[src/hdl/dsr_pkg.sv]
package dsr_pkg;

   localparam int MAX_REQUESTS = 32;
   localparam int CYL_BITS     = 12;
   localparam int SUM_BITS     = 18;
   localparam int IDX_BITS     = (MAX_REQUESTS > 1) ? $clog2(MAX_REQUESTS) : 1;
   localparam int CNT_BITS     = $clog2(MAX_REQUESTS + 1);
   localparam int VIS_BITS     = $clog2(MAX_REQUESTS + 3);
   localparam logic [SUM_BITS-1:0] SUM_MAX = {SUM_BITS{1'b1}};

   // policy register codes; the two unused codes serve as FCFS
   localparam logic [2:0] POL_FCFS  = 3'd0;
   localparam logic [2:0] POL_SSTF  = 3'd1;
   localparam logic [2:0] POL_SCAN  = 3'd2;
   localparam logic [2:0] POL_CSCAN = 3'd3;
   localparam logic [2:0] POL_LOOK  = 3'd4;
   localparam logic [2:0] POL_CLOOK = 3'd5;

   // register indexes on the csr port
   localparam logic [1:0] REG_POLICY    = 2'd0;
   localparam logic [1:0] REG_START     = 2'd1;
   localparam logic [1:0] REG_MAX_CYL   = 2'd2;
   localparam logic [1:0] REG_THRESHOLD = 2'd3;

   typedef enum logic [2:0] {
      S_LOAD, S_PRE, S_SEL, S_MARK, S_WAIT
   } state_type;

   typedef enum logic [1:0] {
      PH_FIRST, PH_MARK_A, PH_MARK_B, PH_SECOND
   } phase_type;

   typedef enum logic [2:0] {
      MODE_PRE, MODE_FCFS, MODE_SSTF, MODE_ASC_UP, MODE_DESC_LO, MODE_ASC_LO, MODE_DESC_UP
   } mode_type;

   typedef struct packed {
      logic     load;
      logic     batch_start;
      logic     scan_start;
      logic     scan_run;
      mode_type mode;
      logic     visit;
      logic     marker;
      logic     marker_top;
      logic     batch_clear;
   } cmd_type;

   typedef struct packed {
      logic scan_done;
      logic found;
      logic up;
      logic other_nonempty;
      logic is_sstf;
      logic is_sweep;
      logic is_circ;
      logic has_marks;
      logic rsp_fire;
      logic rsp_last;
   } status_type;

endpackage

[src/hdl/dsr_datapath.sv]
module dsr_datapath
   import dsr_pkg::*;
(
   input  logic                clock,
   input  logic                reset,
   input  cmd_type             cmd,
   output status_type          status,
   input  logic [CYL_BITS-1:0] req_cylinder,
   input  logic                csr_we,
   input  logic [1:0]          csr_addr,
   input  logic [CYL_BITS-1:0] csr_wdata,
   output logic                rsp_valid,
   input  logic                rsp_ready,
   output logic [CYL_BITS-1:0] rsp_cylinder,
   output logic                rsp_ext,
   output logic [SUM_BITS-1:0] rsp_total,
   output logic                rsp_dropped,
   output logic                rsp_last
);

   logic [CYL_BITS-1:0] store_mem [MAX_REQUESTS];

   logic [2:0]          pol_cfg_ff, pol_cfg_in;
   logic [CYL_BITS-1:0] start_cfg_ff, start_cfg_in, top_cfg_ff, top_cfg_in;
   logic [CYL_BITS-1:0] thr_cfg_ff, thr_cfg_in;

   logic [CNT_BITS-1:0] count_ff, count_in;
   logic                ovf_ff, ovf_in;
   logic [MAX_REQUESTS-1:0] marks_ff, marks_in;

   logic [2:0]          pol_ff, pol_in;
   logic [CYL_BITS-1:0] bstart_ff, bstart_in, top_ff, top_in, head_ff, head_in;
   logic                up_ff, up_in, any_lo_ff, any_lo_in, any_hi_ff, any_hi_in;
   logic [SUM_BITS-1:0] sum_ff, sum_in;
   logic [VIS_BITS-1:0] visits_ff, visits_in;

   logic [CNT_BITS-1:0] scan_idx_ff, scan_idx_in;
   logic                rd_valid_ff, rd_valid_in;
   logic [IDX_BITS-1:0] rd_idx_ff, rd_idx_in;
   logic [CYL_BITS-1:0] rd_data_ff;
   logic                found_ff, found_in;
   logic [CYL_BITS-1:0] best_key_ff, best_key_in, best_val_ff, best_val_in;
   logic [IDX_BITS-1:0] best_idx_ff, best_idx_in;

   logic                rsp_valid_ff, rsp_valid_in, rsp_ext_ff, rsp_ext_in;
   logic                rsp_drop_ff, rsp_drop_in, rsp_last_ff, rsp_last_in;
   logic [CYL_BITS-1:0] rsp_cyl_ff, rsp_cyl_in;
   logic [SUM_BITS-1:0] rsp_tot_ff, rsp_tot_in;

   logic                issue, eligible, upper, take, is_circ, has_marks, other;
   logic [CYL_BITS-1:0] key, head_gap, visit_val, visit_d;
   logic [SUM_BITS:0]   sum_wide;
   logic [1:0]          n_marks;
   logic [VIS_BITS-1:0] total;
   logic                room;

   assign room      = count_ff < CNT_BITS'(MAX_REQUESTS);
   assign issue     = cmd.scan_run && (scan_idx_ff < count_ff);
   assign is_circ   = (pol_ff == POL_CSCAN) || (pol_ff == POL_CLOOK);
   assign has_marks = (pol_ff == POL_SCAN) || (pol_ff == POL_CSCAN);
   assign other     = up_ff ? any_lo_ff : any_hi_ff;

   always_comb begin
      n_marks = 2'd0;
      if (other && pol_ff == POL_SCAN) begin
         n_marks = 2'd1;
      end else if (other && pol_ff == POL_CSCAN) begin
         n_marks = 2'd2;
      end
   end
   assign total = VIS_BITS'(count_ff) + VIS_BITS'(n_marks);

   // candidate evaluation on the registered read
   assign upper    = rd_data_ff >= bstart_ff;
   assign head_gap = (rd_data_ff >= head_ff) ? rd_data_ff - head_ff : head_ff - rd_data_ff;

   always_comb begin
      eligible = 1'b0;
      key      = rd_data_ff;
      unique case (cmd.mode)
         MODE_PRE: begin
            eligible = 1'b0;
         end
         MODE_FCFS: begin
            eligible = !marks_ff[rd_idx_ff];
            key      = '0;
         end
         MODE_SSTF: begin
            eligible = !marks_ff[rd_idx_ff];
            key      = head_gap;
         end
         MODE_ASC_UP: begin
            eligible = !marks_ff[rd_idx_ff] && upper;
         end
         MODE_DESC_LO: begin
            eligible = !marks_ff[rd_idx_ff] && !upper;
            key      = ~rd_data_ff;
         end
         MODE_ASC_LO: begin
            eligible = !marks_ff[rd_idx_ff] && !upper;
         end
         MODE_DESC_UP: begin
            eligible = !marks_ff[rd_idx_ff] && upper;
            key      = ~rd_data_ff;
         end
         default: begin
            eligible = 1'b0;
         end
      endcase
   end
   assign take = rd_valid_ff && eligible && (!found_ff || key < best_key_ff);

   // head move of a visit
   always_comb begin
      visit_val = best_val_ff;
      if (cmd.marker) begin
         visit_val = cmd.marker_top ? top_ff : '0;
      end
   end
   assign visit_d  = (visit_val >= head_ff) ? visit_val - head_ff : head_ff - visit_val;
   assign sum_wide = {1'b0, sum_ff} + (SUM_BITS + 1)'(visit_d);

   always_comb begin
      pol_cfg_in   = pol_cfg_ff;
      start_cfg_in = start_cfg_ff;
      top_cfg_in   = top_cfg_ff;
      thr_cfg_in   = thr_cfg_ff;
      if (csr_we) begin
         unique case (csr_addr)
            REG_POLICY:    pol_cfg_in   = csr_wdata[2:0];
            REG_START:     start_cfg_in = csr_wdata;
            REG_MAX_CYL:   top_cfg_in   = csr_wdata;
            REG_THRESHOLD: thr_cfg_in   = csr_wdata;
            default:       pol_cfg_in   = pol_cfg_ff;
         endcase
      end

      count_in = count_ff;
      ovf_in   = ovf_ff;
      marks_in = marks_ff;
      if (cmd.load) begin
         if (room) begin
            count_in = count_ff + 1'b1;
         end else begin
            ovf_in = 1'b1;
         end
      end

      pol_in    = pol_ff;
      bstart_in = bstart_ff;
      top_in    = top_ff;
      up_in     = up_ff;
      head_in   = head_ff;
      sum_in    = sum_ff;
      visits_in = visits_ff;
      any_lo_in = any_lo_ff;
      any_hi_in = any_hi_ff;
      if (cmd.batch_start) begin
         pol_in    = pol_cfg_ff;
         bstart_in = start_cfg_ff;
         top_in    = top_cfg_ff;
         up_in     = start_cfg_ff >= thr_cfg_ff;
         head_in   = start_cfg_ff;
         sum_in    = '0;
         visits_in = '0;
         any_lo_in = 1'b0;
         any_hi_in = 1'b0;
      end
      if (rd_valid_ff && cmd.mode == MODE_PRE) begin
         any_lo_in = any_lo_ff | !upper;
         any_hi_in = any_hi_ff | upper;
      end

      scan_idx_in = scan_idx_ff;
      rd_valid_in = issue;
      rd_idx_in   = scan_idx_ff[IDX_BITS-1:0];
      found_in    = found_ff | take;
      best_key_in = take ? key : best_key_ff;
      best_val_in = take ? rd_data_ff : best_val_ff;
      best_idx_in = take ? rd_idx_ff : best_idx_ff;
      if (issue) begin
         scan_idx_in = scan_idx_ff + 1'b1;
      end
      if (cmd.scan_start) begin
         scan_idx_in = '0;
         rd_valid_in = 1'b0;
         found_in    = 1'b0;
      end

      rsp_valid_in = rsp_valid_ff && !rsp_ready;
      rsp_cyl_in   = rsp_cyl_ff;
      rsp_ext_in   = rsp_ext_ff;
      rsp_tot_in   = rsp_tot_ff;
      rsp_drop_in  = rsp_drop_ff;
      rsp_last_in  = rsp_last_ff;
      if (cmd.visit || cmd.marker) begin
         sum_in       = sum_wide[SUM_BITS] ? SUM_MAX : sum_wide[SUM_BITS-1:0];
         head_in      = visit_val;
         visits_in    = visits_ff + 1'b1;
         rsp_valid_in = 1'b1;
         rsp_cyl_in   = visit_val;
         rsp_ext_in   = cmd.marker;
         rsp_tot_in   = sum_in;
         rsp_drop_in  = ovf_ff;
         rsp_last_in  = (visits_ff + 1'b1) == total;
         if (cmd.visit) begin
            marks_in[best_idx_ff] = 1'b1;
         end
      end

      if (cmd.batch_clear) begin
         count_in = '0;
         ovf_in   = 1'b0;
         marks_in = '0;
      end
   end

   always_ff @(posedge clock) begin
      if (cmd.load && room) begin
         store_mem[count_ff[IDX_BITS-1:0]] <= req_cylinder;
      end
      rd_data_ff <= store_mem[scan_idx_ff[IDX_BITS-1:0]];
   end

   always_ff @(posedge clock) begin
      if (reset) begin
         pol_cfg_ff   <= POL_FCFS;
         start_cfg_ff <= CYL_BITS'(53);
         top_cfg_ff   <= CYL_BITS'(199);
         thr_cfg_ff   <= CYL_BITS'(100);
         count_ff     <= '0;
         ovf_ff       <= 1'b0;
         marks_ff     <= '0;
         rd_valid_ff  <= 1'b0;
         found_ff     <= 1'b0;
         rsp_valid_ff <= 1'b0;
         scan_idx_ff  <= '0;
         visits_ff    <= '0;
         sum_ff       <= '0;
      end else begin
         pol_cfg_ff   <= pol_cfg_in;
         start_cfg_ff <= start_cfg_in;
         top_cfg_ff   <= top_cfg_in;
         thr_cfg_ff   <= thr_cfg_in;
         count_ff     <= count_in;
         ovf_ff       <= ovf_in;
         marks_ff     <= marks_in;
         rd_valid_ff  <= rd_valid_in;
         found_ff     <= found_in;
         rsp_valid_ff <= rsp_valid_in;
         scan_idx_ff  <= scan_idx_in;
         visits_ff    <= visits_in;
         sum_ff       <= sum_in;
      end
   end

   always_ff @(posedge clock) begin
      pol_ff      <= pol_in;
      bstart_ff   <= bstart_in;
      top_ff      <= top_in;
      up_ff       <= up_in;
      head_ff     <= head_in;
      any_lo_ff   <= any_lo_in;
      any_hi_ff   <= any_hi_in;
      rd_idx_ff   <= rd_idx_in;
      best_key_ff <= best_key_in;
      best_val_ff <= best_val_in;
      best_idx_ff <= best_idx_in;
      rsp_cyl_ff  <= rsp_cyl_in;
      rsp_ext_ff  <= rsp_ext_in;
      rsp_tot_ff  <= rsp_tot_in;
      rsp_drop_ff <= rsp_drop_in;
      rsp_last_ff <= rsp_last_in;
   end

   always_comb begin
      status.scan_done      = (scan_idx_ff == count_ff) && !rd_valid_ff;
      status.found          = found_ff;
      status.up             = up_ff;
      status.other_nonempty = other;
      status.is_sstf        = pol_ff == POL_SSTF;
      status.is_sweep       = (pol_ff >= POL_SCAN) && (pol_ff <= POL_CLOOK);
      status.is_circ        = is_circ;
      status.has_marks      = has_marks;
      status.rsp_fire       = rsp_valid_ff && rsp_ready;
      status.rsp_last       = rsp_last_ff;
   end

   assign rsp_valid    = rsp_valid_ff;
   assign rsp_cylinder = rsp_cyl_ff;
   assign rsp_ext      = rsp_ext_ff;
   assign rsp_total    = rsp_tot_ff;
   assign rsp_dropped  = rsp_drop_ff;
   assign rsp_last     = rsp_last_ff;

endmodule

[src/hdl/dsr_control.sv]
module dsr_control
   import dsr_pkg::*;
(
   input  logic       clock,
   input  logic       reset,
   input  logic       req_valid,
   input  logic       req_last,
   output logic       req_ready,
   input  status_type status,
   output cmd_type    cmd
);

   state_type state_ff, state_in;
   phase_type phase_ff, phase_in;

   always_ff @(posedge clock) begin
      if (reset) begin
         state_ff <= S_LOAD;
         phase_ff <= PH_FIRST;
      end else begin
         state_ff <= state_in;
         phase_ff <= phase_in;
      end
   end

   always_comb begin
      state_in  = state_ff;
      phase_in  = phase_ff;
      req_ready = 1'b0;
      cmd       = '0;
      cmd.mode  = MODE_PRE;

      // selection rule of the current phase
      if (phase_ff == PH_FIRST) begin
         if (status.is_sstf) begin
            cmd.mode = MODE_SSTF;
         end else if (status.is_sweep) begin
            cmd.mode = status.up ? MODE_ASC_UP : MODE_DESC_LO;
         end else begin
            cmd.mode = MODE_FCFS;
         end
      end else if (status.is_circ) begin
         cmd.mode = status.up ? MODE_ASC_LO : MODE_DESC_UP;
      end else begin
         cmd.mode = status.up ? MODE_DESC_LO : MODE_ASC_UP;
      end

      unique case (state_ff)
         S_LOAD: begin
            req_ready = 1'b1;
            if (req_valid) begin
               cmd.load = 1'b1;
               if (req_last) begin
                  cmd.batch_start = 1'b1;
                  cmd.scan_start  = 1'b1;
                  state_in        = S_PRE;
               end
            end
         end
         S_PRE: begin
            cmd.mode     = MODE_PRE;
            cmd.scan_run = 1'b1;
            if (status.scan_done) begin
               cmd.scan_start = 1'b1;
               phase_in       = PH_FIRST;
               state_in       = S_SEL;
            end
         end
         S_SEL: begin
            cmd.scan_run = 1'b1;
            if (status.scan_done) begin
               if (status.found) begin
                  cmd.visit = 1'b1;
                  state_in  = S_WAIT;
               end else if (status.has_marks && status.other_nonempty) begin
                  phase_in = PH_MARK_A;
                  state_in = S_MARK;
               end else begin
                  phase_in       = PH_SECOND;
                  cmd.scan_start = 1'b1;
               end
            end
         end
         S_MARK: begin
            cmd.marker     = 1'b1;
            cmd.marker_top = (phase_ff == PH_MARK_A) ? status.up : !status.up;
            state_in       = S_WAIT;
         end
         S_WAIT: begin
            if (status.rsp_fire) begin
               if (status.rsp_last) begin
                  cmd.batch_clear = 1'b1;
                  state_in        = S_LOAD;
               end else if (phase_ff == PH_MARK_A && status.is_circ) begin
                  phase_in = PH_MARK_B;
                  state_in = S_MARK;
               end else begin
                  if (phase_ff == PH_MARK_A || phase_ff == PH_MARK_B) begin
                     phase_in = PH_SECOND;
                  end
                  cmd.scan_start = 1'b1;
                  state_in       = S_SEL;
               end
            end
         end
         default: begin
            state_in = S_LOAD;
         end
      endcase
   end

endmodule

[src/hdl/disk_request_scheduler.sv]
// Disk request scheduler.
// req_ channel: one cylinder request a beat; tlast marks the final request of a
//   batch. Up to MAX_REQUESTS are stored, further ones are discarded and flagged.
// rsp_ channel: the service order of the batch, one head visit a beat, with the
//   running head movement (saturating); tlast marks the final visit.
// csr_ port: policy, start position, max cylinder, upward threshold; write only
//   between batches.
// Loading takes one beat a cycle. After the last beat a pre-scan notes whether
//   any request lies on the upper and on the lower side. Each visit then costs
//   one scan of the store through its single read port, whose final step commits
//   the visit, and then waits until the beat is taken; sweep markers need no
//   scan, and a side change costs one more scan.
// A result beat waits in the output register while the receiver stalls; the
//   next selection starts only after it is taken, and no request is taken
//   until the whole batch is out.
// Reset (synchronous) empties the batch, drops any pending beat and restores the
//   register defaults: FCFS, start 53, max cylinder 199, threshold 100.
module disk_request_scheduler
   import dsr_pkg::*;
(
   input  logic        clock,
   input  logic        reset,
   input  logic        req_tvalid,
   output logic        req_tready,
   input  logic [15:0] req_tdata,   // [11:0] cylinder, rest zero
   input  logic        req_tlast,   // last_request
   output logic        rsp_tvalid,
   input  logic        rsp_tready,
   output logic [31:0] rsp_tdata,   // [11:0] served_cylinder, [29:12] total_movement
   output logic [1:0]  rsp_tuser,   // [0] is_extremity, [1] dropped
   output logic        rsp_tlast,   // last_visit
   input  logic        csr_we,
   input  logic [1:0]  csr_addr,
   input  logic [11:0] csr_wdata
);

   cmd_type             cmd;
   status_type          status;
   logic [CYL_BITS-1:0] rsp_cyl;
   logic [SUM_BITS-1:0] rsp_tot;
   logic                rsp_ext, rsp_drop;

   dsr_control u_control (
      .clock     (clock),
      .reset     (reset),
      .req_valid (req_tvalid),
      .req_last  (req_tlast),
      .req_ready (req_tready),
      .status    (status),
      .cmd       (cmd)
   );

   dsr_datapath u_datapath (
      .clock        (clock),
      .reset        (reset),
      .cmd          (cmd),
      .status       (status),
      .req_cylinder (req_tdata[CYL_BITS-1:0]),
      .csr_we       (csr_we),
      .csr_addr     (csr_addr),
      .csr_wdata    (csr_wdata),
      .rsp_valid    (rsp_tvalid),
      .rsp_ready    (rsp_tready),
      .rsp_cylinder (rsp_cyl),
      .rsp_ext      (rsp_ext),
      .rsp_total    (rsp_tot),
      .rsp_dropped  (rsp_drop),
      .rsp_last     (rsp_tlast)
   );

   assign rsp_tdata = {2'b00, rsp_tot, rsp_cyl};
   assign rsp_tuser = {rsp_drop, rsp_ext};

endmodule

[config.mk]
export PLATFORM = sky130hd
export DESIGN_NAME = disk_request_scheduler
export DESIGN_NICKNAME = d
export VERILOG_FILES = /design/src/hdl/dsr_pkg.sv /design/src/hdl/dsr_datapath.sv /design/src/hdl/dsr_control.sv /design/src/hdl/disk_request_scheduler.sv
export SDC_FILE = /design/constraint.sdc
export NUM_CORES = 1
export LEC_CHECK = 0
export ABC_AREA = 1
export BUFFER_PORTS_ARGS = -buffer_cell sky130_fd_sc_hd__buf_2
export CORE_MARGIN = 3
export CORE_UTILIZATION = 50
export CTS_CLUSTER_SIZE = 40
export DETAILED_ROUTE_END_ITERATION = 16
export GPL_ROUTABILITY_DRIVEN = 0
export PLACE_DENSITY = 0.76
export SYNTH_ARGS = -nofsm -noshare
export SYNTH_HDL_FRONTEND = slang
export SYNTH_SLANG_ARGS = --single-unit
[constraint.sdc]
create_clock -name clock -period 4.8 [get_ports clock]
set_input_delay 0.72 -clock clock [delete_from_list [all_inputs] [get_ports clock]]
set_output_delay 0.72 -clock clock [all_outputs]
set_load 0.005 [all_outputs]
# Yosys cells after proc, flatten, opt, wreduce, memory -nomap -nowiden
# Memories as Yosys holds them, arrays and structs flattened. A register that Yosys moved wholly into a read port is not among the register bits.
# Index checks and enable logic that the tools add are counted.
[totals] register_bits=225 mem_bits_rw=384 out_inout_bits=37 wordCells=213 n_memories=1
[mem_list] memory="u_datapath.store_mem" words=32 word_bits=12 read_ports=1 rd_ports_with_merged_regs=1 write_ports=1 line_no="dsr_datapath.sv:21" rtl="logic [CYL_BITS-1:0] store_mem [MAX_REQUESTS];"
[op_classes] addsub=9 magnitude_cmp=12 n_eq_ne=30 muxes=74 bitwise=6 n_reduce_logical=50
[ops] operator="$mux W12" count=6
[ops] operator="$mux W18" count=3
[ops] operator="$ge A12 B12 Y1" count=4
[ops] operator="$mux W3" count=16
[ops] operator="$sub A12 B12 Y12" count=4
[ops] operator="$pmux W12 S3" count=1
[ops] operator="$or A32 B32 Y32" count=1
[ops] operator="$mux W2" count=14
[ops] operator="$mux W1" count=26
[ops] operator="$add A18 B12 Y19" count=1
[ops] operator="$add A6 B1 Y6 const B" count=3
[ops] operator="$eq A3 B2 Y1 const B" count=6
[ops] operator="$logic_and A1 B1 Y1" count=16
[ops] operator="$eq A3 B3 Y1 const B" count=5
[ops] operator="$pmux W3 S5" count=1
[ops] operator="$ne A2 B2 Y1 const B" count=7
[ops] operator="$reduce_and A2 Y1" count=7
[ops] operator="$reduce_or A2 Y1" count=7
[ops] operator="$eq A6 B6 Y1" count=2
[ops] operator="$lt A12 B12 Y1" count=1
[ops] operator="$lt A5 B6 Y1 const B" count=2
[ops] operator="$mux W6" count=2
[ops] operator="$not A12 Y12" count=1
[ops] operator="$eq A3 B1 Y1 const B" count=3
[ops] operator="other kinds (24)" count=42

# Depth between registers and ports, before layout
[logic_depth] word_depth=13 ltp_mapped=33 ltp_nobuf=31

# Hierarchy
# A second synthesis with hierarchy kept.
[unflattened] hier_cells=2814 hier_area_um2=28750.1
[modules_own_cells] mod="dsr_datapath" n_inst=1 cells_per_inst=2699 area_per_inst_um2=28060.7 seq_area_each_um2=17216.5
[modules_own_cells] mod="dsr_control" n_inst=1 cells_per_inst=110 area_per_inst_um2=655.6 seq_area_each_um2=100.1
[modules_own_cells] mod="disk_request_scheduler" n_inst=1 cells_per_inst=5 area_per_inst_um2=33.8 seq_area_each_um2=0.0

# Worst setup path before layout
# OpenSTA, ideal clock, no wires.
[synth_timing] kind="reg2reg" start="register u_datapath.pol_ff[2]" end="register u_datapath.best_idx_ff[0], enable pin" arrival_ps=4391 slack_ps=-16 path_stages_with_launch=25 path_buffers=1 synth_period_minus_slack_ps=4816 cell_sequence="edfxtp_1 -> inv_1 -> nand2_1 -> nor2_1 -> inv_1 -> nand2_1 -> inv_1 -> ha_1 -> or2_2 -> nand2_1 -> nand2_1 -> nor2_1 -> nand2_1 -> nand2_1 -> inv_1 -> buf_2 -> a22oi_1 -> ha_1 -> nand2_1 -> inv_1 -> nand3_1 -> a31oi_1 -> a2111oi_0 -> nand2_1 -> a21oi_1"
[synth_between] elab_chain_cells=12
[synth_lines] item="from (decl)" line_no="dsr_datapath.sv:31" rtl="logic [2:0] pol_ff, pol_in;"
[synth_lines] item="from (signal assigned)" line_no="dsr_datapath.sv:258" rtl="pol_ff <= pol_in;"
[synth_lines] item="$ge A3 B2 Y1 / $le A3 B3 Y1 (equally long branches)" line_no="dsr_datapath.sv:282" rtl="status.is_sweep = (pol_ff >= POL_SCAN) && (pol_ff <= POL_CLOOK);"
[synth_lines] item="$logic_and A1 B1 Y1" line_no="dsr_datapath.sv:282"
[synth_lines] item="$mux W3" line_no="dsr_control.sv:37" rtl="end else if (status.is_sweep) begin"
[synth_lines] item="$mux W3" line_no="dsr_control.sv:35" rtl="if (status.is_sstf) begin"
[synth_lines] item="$mux W3 *" line_no="dsr_control.sv:34" rtl="if (phase_ff == PH_FIRST) begin"
[synth_lines] item="$mux W3 *" line_no="dsr_control.sv:48" rtl="unique case (state_ff)"
[synth_lines] item="$eq A3 B3 Y1" line_no="dsr_datapath.sv:80" rtl="unique case (cmd.mode)"
[synth_lines] item="$reduce_or A2 Y1 (no source line)"
[synth_lines] item="$pmux W12 S3 *" line_no="dsr_datapath.sv:80"
[synth_lines] item="net u_datapath.key[7]" line_no="dsr_datapath.sv:51" rtl="logic [CYL_BITS-1:0] key, head_gap, visit_val, visit_d;"
[synth_lines] item="$lt A12 B12 Y1 *" line_no="dsr_datapath.sv:111" rtl="assign take = rd_valid_ff && eligible && (!found_ff || key < best_key_ff);"
[synth_lines] item="$logic_or A1 B1 Y1 *" line_no="dsr_datapath.sv:111"
[synth_lines] item="$logic_and A1 B1 Y1 *" line_no="dsr_datapath.sv:111"
[synth_lines] item="net u_datapath.take" line_no="dsr_datapath.sv:50" rtl="logic issue, eligible, upper, take, is_circ, has_marks, other;"
[synth_lines] item="to (signal assigned)" line_no="dsr_datapath.sv:268" rtl="best_idx_ff <= best_idx_in;"
[synth_lines] item="to (decl)" line_no="dsr_datapath.sv:43" rtl="logic [IDX_BITS-1:0] best_idx_ff, best_idx_in;"
# The timed path passes the listed nets; every way through them passes the cells marked *.
# A chain may end at the register's enable or synchronous reset.

# Worst setup path after layout
[layout_timing] start="register u_control.state_ff[1]" end="register u_datapath.sum_ff[6]"
[layout_between] elab_chain_cells=9
[layout_lines] item="from (decl)" line_no="dsr_control.sv:13" rtl="state_type state_ff, state_in;"
[layout_lines] item="from (signal assigned)" line_no="dsr_control.sv:21" rtl="state_ff <= state_in;"
[layout_lines] item="$eq A3 B2 Y1 *" line_no="dsr_control.sv:48"
[layout_lines] item="$mux W2 *" line_no="dsr_control.sv:48"
[layout_lines] item="$mux W12" line_no="dsr_datapath.sv:117" rtl="visit_val = cmd.marker_top ? top_ff : '0;"
[layout_lines] item="$mux W12 *" line_no="dsr_datapath.sv:116" rtl="if (cmd.marker) begin"
[layout_lines] item="net u_datapath.visit_val[0]" line_no="dsr_datapath.sv:51"
[layout_lines] item="$sub A12 B12 Y12 / $ge A12 B12 Y1 (equally long branches)" line_no="dsr_datapath.sv:120" rtl="assign visit_d = (visit_val >= head_ff) ? visit_val - head_ff : head_ff - visit_val;"
[layout_lines] item="$mux W12 *" line_no="dsr_datapath.sv:120"
[layout_lines] item="$add A18 B12 Y19 *" line_no="dsr_datapath.sv:121" rtl="assign sum_wide = {1'b0, sum_ff} + (SUM_BITS + 1)'(visit_d);"
[layout_lines] item="$mux W18 *" line_no="dsr_datapath.sv:197" rtl="sum_in = sum_wide[SUM_BITS] ? SUM_MAX : sum_wide[SUM_BITS-1:0];"
[layout_lines] item="$mux W18 *" line_no="dsr_datapath.sv:196" rtl="if (cmd.visit || cmd.marker) begin"
[layout_lines] item="to (signal assigned)" line_no="dsr_datapath.sv:253" rtl="sum_ff <= sum_in;"
[layout_lines] item="to (decl)" line_no="dsr_datapath.sv:34" rtl="logic [SUM_BITS-1:0] sum_ff, sum_in;"
# Marked as above.

==> impl_metrics.csv <==
group,metric,value,unit
status,status,"finished, final reports clean",
floorplan,coreArea,55500,sq um
setup_path,worstSetupStartpointType,"flip-flop",
cells_and_area,seq_area,17300,sq um
cells_and_area,area_delta_synth_final,12.9,%
floorplan,start_util,0.509,
power,power_frac_seq,0.408,
grt,antenna_found_initial,0,
setup_path,worstPathMaxFanout,13,
route,met3WireLength,6.02,mm
logic_synthesis,ys.flop_type,"edfxtp_1",
power,swShare,0.344,
power,power.density,493,nW/um^2
logic_synthesis,ys_ff_latch,621,
setup_path,critPathBufInv,7,
setup_path,cpLargestDelayFamily,"compound AO/OA/AOI/OAI gates",
setup_path,critPathArrivalTime,5.17,ns
clock_network,cts_buffer_depth,3,
route,vias_per_cell,5.83,
placement,dp.final_hpwl,44.8,mm
power,power.total,15.7,mW
logic_synthesis,synthMuxAreaShare,0.000753,
setup_path,cpMaxStageDelayCell,"fa_1",
clock_network,clkTransAtPathRegs,0.06,ns
setup_path,setup.worst_path.end_class,"flip-flop",
clock_network,clock_latency,0.65,ns
logic_synthesis,synth_top_area_cell,"edfxtp_1",
logic_synthesis,yosysSeqAreaShare,0.613,
timing,max_slew_margin,0.109,
clock_network,cts_sinks,621,
cells_and_area,final_area,31900,sq um
setup_path,cpPeakStageDelay,0.41,ns
floorplan,dieArea,59400,sq um
logic_synthesis,synthTopCellsByArea,"edfxtp_1, dfxtp_1, o21ai_0",
logic_synthesis,synth_top_area_share,0.519,
placement,port_buffers,66,
logic_synthesis,yosysWarnings,0,
power,power_leakage,12.0,nW
placement,place_area,29600,sq um
logic_synthesis,synth_simple_gate_area_frac,0.128,
cells_and_area,antenna_cells,0,
logic_synthesis,synth_enable_flop_cells,488,
logic_synthesis,synth_compound_area_frac,0.131,
route,wl_met2,34.5,mm
floorplan,die_y,244,um
route,drt-total-wl,71.0,mm
timing,setup_viol,0,
timing,fmax,0.215,GHz
logic_synthesis,async_reset_ff_frac,0,
route,ant_nets,0,
cells_and_area,drive_gt1_frac,0.112,
route,highest-signal-layer,"met4",
timing,fin_crit,4.65,ns
cells_and_area,multi_input_area,9690,sq um
clock_network,cts_inserted_buffers,59,
clock_network,cts_max_level,2,
route,drt_iter0_markers,2817,
timing,maxSlewViolCount,0,
route,vias,21053,
power,vdd_drop_max,0.000387,V
setup_path,worstSetupStartpoint,"u_control.state_ff[1]",
clock_network,cts_tree,"done",
clock_network,cts-root-buf,"clkbuf_16",
logic_synthesis,synth_top_family_by_area,"compound AO/OA/AOI/OAI gates",
hold_path,min_from,"csr_wdata[7]",
power,p_comb_frac,0.308,
grt,track_usage,0.228,
logic_synthesis,synth.avg_cell_area,10.3,sq um
grt,grt_first_pass_wirelength,108,mm
route,wl_per_cell,19.7,um
setup_path,crit_top_cell,"nand2_1",
grt,grt-ovfl-total,0,
floorplan,io_pins,73,
timing,holdWs,0.354,ns
route,firstDrtPassIters,7,
setup_path,path_class,"reg -> reg",
route,drc,0,
cells_and_area,nNetsFinal,2965,
power,p_sw,5.42,mW
flow_run,maxCapViolCount,0,
timing,timing.final.hold_violations,0,
timing,tightest_slew,1.33,ns
timing,period_share,0.969,
logic_synthesis,synth_cell_types,58,
power,p_int,10.3,mW
power,clock_power_share,0.284,
setup_path,rr_startpoint,"u_control.state_ff[1]",
cells_and_area,fill_cells,4469,
route,wl_met1,27.9,mm
grt,grt_start_max_net_pins,115,
grt,grt_pass1_vias,20087,
timing,clock_skew,0.0591,ns
floorplan,rows,86,
logic_synthesis,syn_inst,2733,
logic_synthesis,synth_area,28300,sq um
floorplan,die_w,244,um
logic_synthesis,synthXorXnorAreaFrac,0.0152,
setup_path,required,5.31,ns
logic_synthesis,synthAdderAreaFrac,0.0534,
hold_path,hp-class,"in -> reg",
==> through the flow <==
step / util / TNS [ns] / instances / setup slack, ns
3_3_place_gp: 0.532 / 0 / 3494 / 0.0830
2_1_floorplan: - / 0 / 2734 / 0.398
4_1_cts: 0.566 / 0 / 3604 / 0.0275
5_1_grt: 0.574 / -0.479 / 3609 / -0.0583
6_report: 0.574 / 0 / 3609 / 0.147
3_5_place_dp: 0.532 / -0.00290 / 3494 / -0.00290
==> registers in the layout (all words and copies together), names as in the netlist, 5 cells and up <==
signal	cells
u_datapath.thr_cfg_ff	12
u_datapath.marks_ff	32
u_datapath.rd_data_ff	12
u_datapath.head_ff	12
u_datapath.start_cfg_ff	12
u_datapath.rd_idx_ff	5
u_datapath.bstart_ff	12
u_datapath.top_cfg_ff	12
u_datapath.rsp_total	18
u_datapath.store_mem	384
u_datapath.scan_idx_ff	6
u_datapath.best_idx_ff	5
u_datapath.best_key_ff	12
u_datapath.visits_ff	6
u_datapath.count_ff	6
u_datapath.best_val_ff	12
u_datapath.rsp_cylinder	12
u_datapath.sum_ff	18
u_datapath.top_ff	12
==> synthesized netlist by cell type (all sizes together) (4+ instances only) <==
cell type,count
nor2,338
clkinv,5
clkbuf,92
o221ai,40
nor3,25
nor4,5
nand4,25
ha,111
o211ai,10
nand3,141
nand2,315
o21bai,4
a21oi,167
xnor2,16
a21o,4
a31oi,7
o21ai,329
o21a,4
xor2,33
fa,6
o22ai,69
buf,30
a221oi,5
a22oi,10
or2,5
dfxtp,133
edfxtp,488
inv,298
==> logic make-up after synthesis <==
kind of cell / count (synthesis)
AO/OA/AOI/OAI: 660
XOR/XNOR: 49
adder cells (fa/ha/maj): 117
buffers and inverters: 425
flip-flops: 621
multiplexers: 2
other: 1
AND/OR/NAND/NOR: 858
==> cell type report <==
cell class	instances	share of cell area
repair buffers	139	0.0293
multi-input cells	1688	0.304
flip-flops and latches	621	0.543
clock inverters	33	0.00781
well taps	748	0.0293
inverters	303	0.0359
clock buffers	77	0.0507
==> worst register-to-register path, cell delays in order, from the launching register on <==
cell and delay, ns:
dfxtp_1 0.33, nand2_1 0.10, nor2_4 0.15, buf_8 0.24, o22ai_4 0.12, buf_4 0.14, ha_1 0.24, fa_1 0.41
inv_1 0.09, a21oi_1 0.10, o21a_1 0.23, o21ai_4 0.16, inv_1 0.07, o21bai_1 0.18, xnor2_1 0.14, buf_4 0.15
inv_1 0.06, ha_4 0.28, nand2_1 0.08, nor2_2 0.11, nand4_1 0.22, a31oi_2 0.27, nand3_2 0.19, clkbuf_16 0.22
nand2_1 0.07, nand2_1 0.05, a21oi_1 0.18
==> layer usage <==
layer  GRT usage  vias to the layer above
met1       0.299                    10167
li1            -                     9712
met2       0.386                     1007
met3      0.0354                      167
met4      0.0844                        0
met5           0                        -
==> worst paths after layout <==
check                                                end  slack (ns)  cells after the start
worst max register to register      u_datapath.sum_ff[6]        0.15                     26
worst min-delay path            u_datapath.top_cfg_ff[7]        0.35                      3
worst max-delay path                u_datapath.sum_ff[6]        0.15                     26
worst min register to register      u_datapath.pol_ff[1]        0.42                      0
==> what timing repair did <==
| item | 4_1_cts | 5_1_grt |
|---|---|---|
| hold endpoints to repair | 0 | 0 |
| gates cloned | 0 | 2 |
| gates resized for setup | 4 | 84 |
| pin swaps | 0 | 18 |
| setup endpoints to repair | 4 | 62 |
| hold buffers | 0 | 0 |
| setup buffers | 0 | 3 |
==> placed cells by master, fill, tap and decap left out, types with 6 or more instances in the layout <==
cell and n:
edfxtp_1 488, nor2_1 327, nand2_1 309, o21ai_0 305
inv_1 281, a21oi_1 159, nand3_1 136, dfxtp_1 130
ha_1 97, buf_2 66, buf_4 66, clkbuf_16 62
o22ai_1 58, o221ai_1 40, xor2_1 33, nand4_1 25
nor3_1 22, clkinv_1 18, o21ai_1 17, xnor2_1 16
inv_2 13, clkinv_2 13, clkbuf_1 13, ha_4 11
a22oi_1 10, o211ai_1 10, a21oi_2 7, nand2_2 6
a31oi_1 6, o22ai_4 6
==> power by group through the flow <==
stage / clock [mW] / combinational [mW] / sequential, mW
3_5_place_dp: 0 / 4.51 / 6.53
5_1_grt: 4.72 / 5.37 / 6.44
3_3_place_gp: 0 / 4.32 / 6.52
4_1_cts: 4.52 / 4.55 / 6.41
6_report: 4.47 / 4.84 / 6.43
2_1_floorplan: 0 / 3.23 / 6.43
Note: power is estimated with default switching activity, not from simulation.
